File: src/hw/rtl/les_pkg.sv
// Shared constants and types for the LOOK elevator disk scheduler.
// Holds the table depth, index width, command codes and result status codes.
// Depends on nothing.
`default_nettype none

package les_pkg;

    localparam int QUEUE_DEPTH = 16;
    localparam int IDX_W       = (QUEUE_DEPTH > 1) ? $clog2(QUEUE_DEPTH) : 1;
    localparam int ID_W        = 16;
    localparam int TRACK_W     = 16;

    typedef logic [1:0]         t_status;
    typedef logic [ID_W-1:0]    t_id;
    typedef logic [TRACK_W-1:0] t_track;
    typedef logic [IDX_W-1:0]   t_idx;

    localparam logic CMD_ADD    = 1'b0;
    localparam logic CMD_SELECT = 1'b1;

    localparam t_status ST_ADDED   = 2'd0;
    localparam t_status ST_GRANTED = 2'd1;
    localparam t_status ST_EMPTY   = 2'd2;
    localparam t_status ST_FULL    = 2'd3;

endpackage

`default_nettype wire

File: src/hw/rtl/look_elevator_disk_scheduler.sv
// Top level of the LOOK elevator disk scheduler: request table and scan sequencer.
// Depends on les_pkg for the table depth, codes and types.
// Add, table-empty and table-full items finish without a scan; select scans the table.
`default_nettype none

// An add item, a select on an empty table, and a rejected add raise o_done
// in the cycle right after the accepting edge, and busy stays low, so such items may
// follow back to back. A select on a non-empty table raises busy while it scans the
// table (one table entry per cycle through a single distance/compare unit), and a
// second pass runs when the sweep reverses; o_done follows the last scan cycle.
// Reset is synchronous and active low: the table empties and the sweep points up.
module look_elevator_disk_scheduler (
    input  wire logic            i_clk,
    input  wire logic            i_rst_n,
    input  wire logic            start,
    output logic                 busy,
    input  wire logic            i_command,
    input  wire les_pkg::t_id    i_req_id,
    input  wire les_pkg::t_track i_req_track,
    input  wire les_pkg::t_track i_head_track,
    output logic                 o_done,
    output les_pkg::t_status     o_status,
    output les_pkg::t_id         o_grant_id,
    output les_pkg::t_track      o_grant_track,
    output logic                 o_sweep_down
);
    import les_pkg::*;

    // Sequencer state codes.
    localparam logic S_IDLE = 1'b0;
    localparam logic S_SCAN = 1'b1;

    // Request table. Valid bits reset; id and track are written before use.
    logic [QUEUE_DEPTH-1:0] r_valid;
    t_id                    r_id    [QUEUE_DEPTH];
    t_track                 r_track [QUEUE_DEPTH];
    logic                   r_dir;          // 1 while the sweep moves down

    // Sequencer and the running best candidate of the current pass.
    logic   r_state;
    t_idx   r_idx;
    t_track r_head;
    logic   r_found;
    t_idx   r_bslot;
    t_track r_bdist;
    t_id    r_bid;
    t_track r_btrk;

    // Result registers.
    logic    r_done;
    t_status r_status;
    t_id     r_gid;
    t_track  r_gtrk;
    logic    r_sweep;

    logic   accept;
    logic   table_full;
    logic   table_empty;
    t_idx   free_slot;
    logic   last;

    // Shared distance and compare unit, fed with one table entry per cycle.
    t_id              rd_id;
    t_track           rd_trk;
    logic [TRACK_W:0] diff;
    logic             below;
    t_track           span;
    logic             side_ok;
    logic             qual;
    logic             better;
    logic             take;
    logic             n_found;
    t_idx             n_bslot;
    t_track           n_bdist;
    t_id              n_bid;
    t_track           n_btrk;

    assign accept      = start && (r_state == S_IDLE);
    assign busy        = (r_state != S_IDLE);
    assign table_full  = &r_valid;
    assign table_empty = ~|r_valid;
    assign last        = (r_idx == IDX_W'(QUEUE_DEPTH - 1));

    // Lowest free slot for an add.
    always_comb begin
        free_slot = '0;
        for (int i = QUEUE_DEPTH - 1; i >= 0; i--) begin
            if (!r_valid[i]) begin
                free_slot = IDX_W'(i);
            end
        end
    end

    always_comb begin
        rd_id   = r_id[r_idx];
        rd_trk  = r_track[r_idx];
        diff    = {1'b0, rd_trk} - {1'b0, r_head};
        below   = diff[TRACK_W];
        span    = below ? TRACK_W'(~diff[TRACK_W-1:0] + TRACK_W'(1)) : diff[TRACK_W-1:0];
        // The head's own track counts as reachable in either direction.
        side_ok = r_dir ? (below || (span == '0)) : !below;
        qual    = r_valid[r_idx] && side_ok;
        // Strict compares keep the lowest slot on a full tie.
        better  = !r_found || (span < r_bdist) || ((span == r_bdist) && (rd_id < r_bid));
        take    = qual && better;
        n_found = r_found || take;
        n_bslot = take ? r_idx  : r_bslot;
        n_bdist = take ? span   : r_bdist;
        n_bid   = take ? rd_id  : r_bid;
        n_btrk  = take ? rd_trk : r_btrk;
    end

    // Control state, valid bits and sweep direction.
    always_ff @(posedge i_clk) begin
        if (!i_rst_n) begin
            r_state <= S_IDLE;
            r_valid <= '0;
            r_dir   <= 1'b0;
            r_done  <= 1'b0;
            r_idx   <= '0;
            r_found <= 1'b0;
        end else begin
            unique case (r_state)
                S_IDLE: begin
                    // Adds and selects on an empty table answer right away.
                    r_done <= accept && ((i_command == CMD_ADD) || table_empty);
                    if (accept) begin
                        if (i_command == CMD_ADD) begin
                            if (!table_full) begin
                                r_valid[free_slot] <= 1'b1;
                            end
                        end else if (!table_empty) begin
                            r_state <= S_SCAN;
                            r_idx   <= '0;
                            r_found <= 1'b0;
                        end
                    end
                end
                S_SCAN: begin
                    r_done  <= last && n_found;
                    r_found <= last ? 1'b0 : n_found;
                    r_idx   <= last ? '0 : r_idx + IDX_W'(1);
                    if (last) begin
                        if (n_found) begin
                            r_valid[n_bslot] <= 1'b0;
                            r_state          <= S_IDLE;
                        end else begin
                            // Nothing ahead: reverse and scan again from slot zero.
                            r_dir <= !r_dir;
                        end
                    end
                end
                default: begin
                    r_done  <= 1'b0;
                    r_state <= S_IDLE;
                end
            endcase
        end
    end

    // Table payload, scan candidate and result payload.
    always_ff @(posedge i_clk) begin
        if (accept) begin
            r_head <= i_head_track;
            if ((i_command == CMD_ADD) && !table_full) begin
                r_id[free_slot]    <= i_req_id;
                r_track[free_slot] <= i_req_track;
            end
            r_gid   <= '0;
            r_gtrk  <= '0;
            r_sweep <= r_dir;
            if (i_command == CMD_ADD) begin
                r_status <= table_full ? ST_FULL : ST_ADDED;
            end else begin
                r_status <= ST_EMPTY;
            end
        end
        if (r_state == S_SCAN) begin
            r_bslot <= n_bslot;
            r_bdist <= n_bdist;
            r_bid   <= n_bid;
            r_btrk  <= n_btrk;
            if (last && n_found) begin
                r_status <= ST_GRANTED;
                r_gid    <= n_bid;
                r_gtrk   <= n_btrk;
                r_sweep  <= r_dir;
            end
        end
    end

    assign o_done        = r_done;
    assign o_status      = r_status;
    assign o_grant_id    = r_gid;
    assign o_grant_track = r_gtrk;
    assign o_sweep_down  = r_sweep;

    // An add never waits for the scan unit.
    a_add_one_cycle: assert property (@(posedge i_clk) disable iff (!i_rst_n)
        (start && !busy && (i_command == CMD_ADD)) |=> o_done)
        else $error("add item did not complete in one cycle");

    // No result is shown while a scan is in flight.
    a_no_done_in_scan: assert property (@(posedge i_clk) disable iff (!i_rst_n)
        (r_state == S_SCAN) |-> !o_done)
        else $error("result strobe during table scan");

    // A grant removes exactly one request from the table.
    a_grant_removes_one: assert property (@(posedge i_clk) disable iff (!i_rst_n)
        (o_done && (o_status == ST_GRANTED)) |->
        ($countones(r_valid) + 1 == $countones($past(r_valid))))
        else $error("grant did not remove exactly one entry");

    // Rejection only happens on a full table, and the table stays full.
    a_full_reject: assert property (@(posedge i_clk) disable iff (!i_rst_n)
        (o_done && (o_status == ST_FULL)) |-> (&r_valid))
        else $error("add rejected while a slot was free");

    // Grant fields are zero unless a request was granted.
    a_zero_fields: assert property (@(posedge i_clk) disable iff (!i_rst_n)
        (o_done && (o_status != ST_GRANTED)) |->
        ((o_grant_id == '0) && (o_grant_track == '0)))
        else $error("grant fields nonzero without a grant");

endmodule

`default_nettype wire
File: config.mk
export PLATFORM = sky130hd
export DESIGN_NAME = look_elevator_disk_scheduler
export DESIGN_NICKNAME = d
export VERILOG_FILES = /design/src/hw/rtl/les_pkg.sv /design/src/hw/rtl/look_elevator_disk_scheduler.sv
export SDC_FILE = /design/constraint.sdc
export NUM_CORES = 1
export LEC_CHECK = 0
export ABC_AREA = 1
export BUFFER_PORTS_ARGS = -buffer_cell sky130_fd_sc_hd__buf_2
export CORE_ASPECT_RATIO = 0.7
export CORE_MARGIN = 2
export CORE_UTILIZATION = 60
export CTS_CLUSTER_SIZE = 20
export DETAILED_ROUTE_END_ITERATION = 16
export HOLD_SLACK_MARGIN = 0.15
export PLACE_DENSITY = 0.77
export SETUP_SLACK_MARGIN = 0.1
export SLEW_MARGIN = 10
export SYNTH_ARGS = -nofsm -noshare
export SYNTH_HDL_FRONTEND = slang
export SYNTH_SLANG_ARGS = --single-unit
File: constraint.sdc
create_clock -name i_clk -period 7.7 [get_ports i_clk]
set_input_delay 0.385 -clock i_clk [delete_from_list [all_inputs] [get_ports i_clk]]
set_output_delay 0.385 -clock i_clk [all_outputs]
set_load 0.01 [all_outputs]
==> run metrics, run 1 <==
outcome=completed; Mapped Avg Cell Area=11.6 sq um; Ports=89; placer congestion estimate=0.924; Post-synth EDFFs=580; Final Max Tran Viols=0; Synth Warn #=0; Post-DP Area=0.0288 sq mm; layout cells sized above 1=0.124; Tightest Pin Transition=1.13 ns; Peak VDD IR=0.000222 V; Netlist cell types=52; die height=184 um; register area share after synthesis=0.673; core area=0.0454 sq mm; Fillers=3208; Final Cell Area=0.0309 sq mm; top_reg_cell synth=edfxtp_1; #FFs+latches synth=643; root buf cell=clkbuf_16; Hold Path Class=input pin to flip-flop; Gate power share=0.093; Required @ worst endpoint=8.04 ns; dpl hpwl=39.1 mm; synthesized instance count=2402; mean number of vias per cell=6.23; initial antenna violation count=4; most frequent cells in the layout=edfxtp_1 (580), nand2_1 (329), nor2_1 (322); Critical Path Start Type=flip-flop; Synth Net Count=2501; CP endpoint kind=flip-flop; Hold Fails Final Rpt=0; most common cell after layout, fill and taps aside=edfxtp_1; DR vias=19500; Net Sw Power=0.00173 W; Mapped Area=0.0278 sq mm; first-pass GRT wire length=109 mm; Initial Utilization=0.612; # rows=65; clk sinks=643; Slowest-stage cell, CP=inv_2; layout net count=2577; CTS max path bufs=3; All-Layer GR Usage=0.298; vias in the first global route=19100; die footprint=0.0480 sq mm; layout overhead on the synthesized area=11.3%; CP max FO=59; Clk network pwr share=0.384; Clock Pin Slew Worst Setup and Hold Paths=0.07 ns; grt total ovfl=0; initial DRC count=2725; IO Port Bufs=88; RSZ-0062 raised after global routing=false; Pint=0.00564 W; Final Cycle Share=0.879; leak pwr=11.2 nW; CP Class=flip-flop to flip-flop; clock buffer count from CTS=57; Worst-Skew Late Latency=0.60 ns; clock skew=0.0265 ns; part of the power in registers=0.523; largest net degree at the start of global routing=145; first-pass iteration count of the detailed router=6; Sw Ratio=0.235; drc violations=0; Final setup viols=0; max cap viols=0; PwrDens=239 mW/mm^2; Die W=261 um; cts repair resizes=0; final wirelength=71.3 mm; fmax=148 MHz; Cells on Worst Hold Path=1; Critical Path Most Common Cell=nand2_1; Synth async-reset ratio=0; Relative slew margins=0.244; remaining antenna violation count=0; final setup TNS=0 ns; CP max stage delay=0.83 ns; reg2reg path depth=30; CP Data Arrival Time=7.10 ns; CTS tree=built; minimum clock period=6.77 ns; H-tree lvl count=2; WL/cell=22.8 um
cell type report:
cell class / count / area (sq um) / share of cell area
Tap cell: 603 / 754 / 0.0244
Clock inverter: 31 / 290 / 0.00940
Timing Repair Buffer: 148 / 963 / 0.0312
Sequential cell: 643 / 18700 / 0.605
Antenna cell: 4 / 10.0 / 0.000324
Multi-Input combinational cell: 1467 / 8020 / 0.260
Inverter: 161 / 609 / 0.0197
Clock buffer: 73 / 1550 / 0.0501
flip-flops by register name, indices dropped and copies added, names as in the netlist, named ones only:
name,count
o_grant_id,16
o_done,1
o_status,2
r_valid,16
r_btrk,16
r_idx,4
o_grant_track,16
r_found,1
r_bdist,16
o_sweep_down,1
r_dir,1
r_head,16
r_bid,16
r_track,256
r_id,256
busy,1
r_bslot,4
final timing paths:
| check | from | to | slack [ns] |
|---|---|---|---|
| max | flip-flop | r_bid[0]$_DFFE_PP_ | 0.93 |
| min | i_req_id[12] | r_id[6][12]$_DFFE_PP_ | 0.17 |
| max reg2reg | flip-flop | r_bid[0]$_DFFE_PP_ | 0.93 |
| min reg2reg | o_grant_track[13]$_DFF_P_ | o_grant_track[13]$_DFF_P_ | 0.47 |
worst max-delay path: cells and delay by family (launching register included):
family | cells | cell delay [ns]
compound gates | 8 | 1.74
flops | 1 | 0.48
xor+xnor | 1 | 0.21
simple gates | 14 | 1.78
buf+inv | 5 | 1.59
fa+ha+maj | 2 | 0.63
kinds of logic after synthesis:
group / Yosys count / share of synthesized area
compound gates: 550 / 0.123
xor+xnor: 12 / 0.00379
fa+ha+maj: 47 / 0.0215
buf+inv: 292 / 0.0428
flops: 643 / 0.673
mux: 15 / 0.00811
simple gates: 843 / 0.128
metal layers:
layer / vias to the layer above / track usage / share of wire
met1: 9454 / 0.424 / 0.41
met4: 2 / 0.101 / 0.031
met2: 1085 / 0.475 / 0.47
met5: - / 0 / 0.00021
met3: 144 / 0.0469 / 0.098
li1: 8810 / - / -
per-stage QoR:
step	instances	hold WS, ns	total power [W]	worst slack (ns)	util
floorplan	2402	0.455	0.00440	1.75	-
global placement	2998	0.458	0.00456	1.29	0.635
detailed placement	2998	0.461	0.00459	1.08	0.635
CTS	3126	0.151	0.00737	1.03	0.680
global route	3127	0.161	0.00760	0.438	0.681
finish	3130	0.165	0.00737	0.933	0.681
cells in the mapped netlist (all sizes together) (7+ instances only):
master,count,share of area
nand4,12,0.0027
nand2,348,0.050
o211ai,35,0.0095
o21bai,16,0.0045
edfxtp,580,0.63
dfxtp,63,0.045
nand3,121,0.024
o221ai,93,0.029
ha,46,0.021
o21ai,274,0.050
a21oi,83,0.018
nor4,7,0.0016
nor2,342,0.047
inv,161,0.022
o22ai,32,0.0072
clkbuf,112,0.015
buf,19,0.0059
mux2,15,0.0081
xor2,11,0.0035
power by group through the flow:
stage / clock, W / sequential (W) / combinational, W
floorplan: 0 / 0.00393 / 0.000464
global placement: 0 / 0.00393 / 0.000633
detailed placement: 0 / 0.00393 / 0.000657
CTS: 0.00285 / 0.00385 / 0.000672
global route: 0.00298 / 0.00385 / 0.000764
finish: 0.00283 / 0.00385 / 0.000688
timing repair:
item                       in CTS  in global routing
setup endpoints to repair       0                  0
hold buffers                   24                  0
hold endpoints to repair       58                  0
buffers inserted                0                  0
No activity file was read; power rests on OpenSTA's default activity.
==> inputs of run 2 (changes only) <==
--- a/config.mk
+++ b/config.mk
@@ -7,13 +7,13 @@
 export LEC_CHECK = 0
 export ABC_AREA = 1
 export BUFFER_PORTS_ARGS = -buffer_cell sky130_fd_sc_hd__buf_2
-export CORE_ASPECT_RATIO = 0.7
+export CORE_ASPECT_RATIO = 1.4
 export CORE_MARGIN = 2
-export CORE_UTILIZATION = 60
+export CORE_UTILIZATION = 62
 export CTS_CLUSTER_SIZE = 20
 export DETAILED_ROUTE_END_ITERATION = 16
 export HOLD_SLACK_MARGIN = 0.15
-export PLACE_DENSITY = 0.77
+export PLACE_DENSITY = 0.8
 export SETUP_SLACK_MARGIN = 0.1
 export SLEW_MARGIN = 10
 export SYNTH_ARGS = -nofsm -noshare
==> run 2 against run 1 <==
Compared with the run above: die area down 3.2%; register-to-register slack gained 0.09 ns; sequential cell count unchanged; combinational power fell by 1%; maximum frequency is 1.3% higher; critical path type unchanged; critical endpoint is now r_valid[12]$_SDFFE_PN0P_; largest cell class unchanged.
==> run metrics, run 2 (synthesized netlist as in run 1, its figures left out) <==
Critical Path Start Type=flip-flop; Slowest-stage cell, CP=dfxtp_4; All-Layer GR Usage=0.296 (-0.00212); CTS max path bufs=3 (unchanged); Worst-Skew Late Latency=0.60 ns (about the same); Die W=183 um (-30%); Peak VDD IR=0.000206 V (-7.2%); DR vias=19600 (+0.35%); Tightest Pin Transition=1.08 ns (-0.0502 ns); footprint of the multi-input gates=0.00803 sq mm (+0.11%); Final Max Tran Viols=0 (unchanged); clk sinks=643 (unchanged); max cap viols=0 (unchanged); mean number of vias per cell=6.32 (+1.4%); PwrDens=234 mW/mm^2 (-1.8%); minimum clock period=6.68 ns (-0.0875 ns); die footprint=0.0465 sq mm (-3.2%); Final Core Density=0.700 (+0.0193); core area=0.0442 sq mm (-2.7%); layout net count=2591 (+0.54%); Initial Utilization=0.628 (+0.0167); drc violations=0 (unchanged); CP endpoint kind=flip-flop; outcome=completed; largest net degree at the start of global routing=111 (-23%); layout overhead on the synthesized area=11.4%; Regs by FF count=r_id x256, r_track x256; placer congestion estimate=0.957 (+3.6%); initial DRC count=2279 (-16%); Hold Fails Final Rpt=0 (unchanged); RSZ-0062 raised after global routing=false; dpl hpwl=39.2 mm (+0.35%); final wirelength=69.1 mm (-3.1%); critical path's top delay family=simple AND/OR/NAND/NOR gates; root buf cell=clkbuf_16; Ports=89 (unchanged); layout cells sized above 1=0.122 (-0.00186); die height=254 um (+38%); WL/cell=22.3 um (-2.0%); CP max stage delay=0.75 ns (-0.08 ns); most common cell after layout, fill and taps aside=edfxtp_1; Critical Path Most Common Cell=nand2_1; clock skew=0.0215 ns (-0.00496 ns); Crit path buffers/inverters=6 (+1); Clock Pin Slew Worst Setup and Hold Paths=0.07 ns (about the same); remaining antenna violation count=0 (unchanged); IO Port Bufs=88 (unchanged); final setup TNS=0 ns (unchanged); Reg area=0.0187 sq mm (about the same); CP Data Arrival Time=7.11 ns (about the same); Final Cycle Share=0.867 (-0.0114); Fillers=2941 (-8.3%); # Post-CTS Setup Buffers=0 (unchanged); CP max FO=110 (+86%); first-pass iteration count of the detailed router=5 (-1); # rows=91 (+40%); first-pass GRT wire length=105 mm (-3.2%); grt total ovfl=0 (unchanged); CP Class=flip-flop to flip-flop; vias in the first global route=19200 (+0.35%); fmax=150 MHz (+1.3%); CTS tree=built; leak pwr=11.3 nW (+0.38%); initial antenna violation count=5 (+1); H-tree lvl count=2 (unchanged); Required @ worst endpoint=8.14 ns (+0.10 ns); Relative slew margins=0.278 (+0.0335); Final setup viols=0 (unchanged); most frequent cells in the layout=edfxtp_1 (580), nand2_1 (329), nor2_1 (322); Hold Path Class=input pin to flip-flop; clock buffer count from CTS=55 (-3.5%)
[run 2: cell types whose count changed in the layout (fill, tap and decap cells not counted), moves of 2 or more]
| cell | previous run | this run |
|---|---|---|
| clkbuf_1 | 11 | 13 |
| clkbuf_16 | 58 | 55 |
| clkbuf_8 | 4 | 2 |
| clkinv_2 | 12 | 14 |
| clkinvlp_4 | 4 | 2 |
| diode_2 | 4 | 2 |
| dlygate4sd3_1 | 24 | 39 |
[run 2: final timing paths]
| kind | start | end | slack [ns] | cells past startpoint |
|---|---|---|---|---|
| worst max-delay path | flip-flop | r_valid[12]$_SDFFE_PN0P_ | 1.02 | 33 |
| worst min-delay path | i_req_track[15] | r_track[10][15]$_DFFE_PP_ | 0.16 | 1 |
| worst max register to register | flip-flop | r_valid[12]$_SDFFE_PN0P_ | 1.02 | 33 |
| worst min register to register | o_grant_track[3]$_DFF_P_ | o_grant_track[3]$_DFF_P_ | 0.47 | 2 |
[run 2: where the power goes]
part / leakage (nW) / switching, W / internal, W
Clock: 0.864 / 0.00121 / 0.00151
Combinational: 4.64 / 0.000462 / 0.000215
Sequential: 5.75 / 0.0000150 / 0.00384
Total: 11.3 / 0.00168 / 0.00556
[run 2: per-stage QoR]
stage	setup slack (ns)	power, W	instances	cell area (sq um)	hold slack, ns
3_3_place_gp	1.12	0.00456	2954	28800	0.459
4_1_cts	0.801	0.00726	3095	30900	0.150
5_1_grt	0.286	0.00747	3096	30900	0.157
2_1_floorplan	1.75	0.00440	2402	27800	0.455
6_report	1.02	0.00725	3097	30900	0.164
3_5_place_dp	0.820	0.00458	2954	28800	0.461
[run 2: final cells by class]
cell class	count	area share
sequential	643	0.604
multi-input combinational	1467	0.260
clock buffer	70	0.0470
timing repair buffer	164	0.0367
tap	558	0.0226
inverter	161	0.0197
clock inverter	32	0.00991
antenna	2	0.000162
[run 2: timing repair]
action                     CTS  global route
resized for setup            0             1
hold endpoints to repair   304             0
hold buffers                39             0
setup endpoints to repair    0             4
[run 2: metal layers]
layer	vias to the layer above	share of wire	global-route usage
li1	8825	-	-
met1	9421	0.37	0.374
met5	-	0.00039	0
met4	4	0.039	0.135
met2	1099	0.50	0.509
met3	214	0.087	0.0471
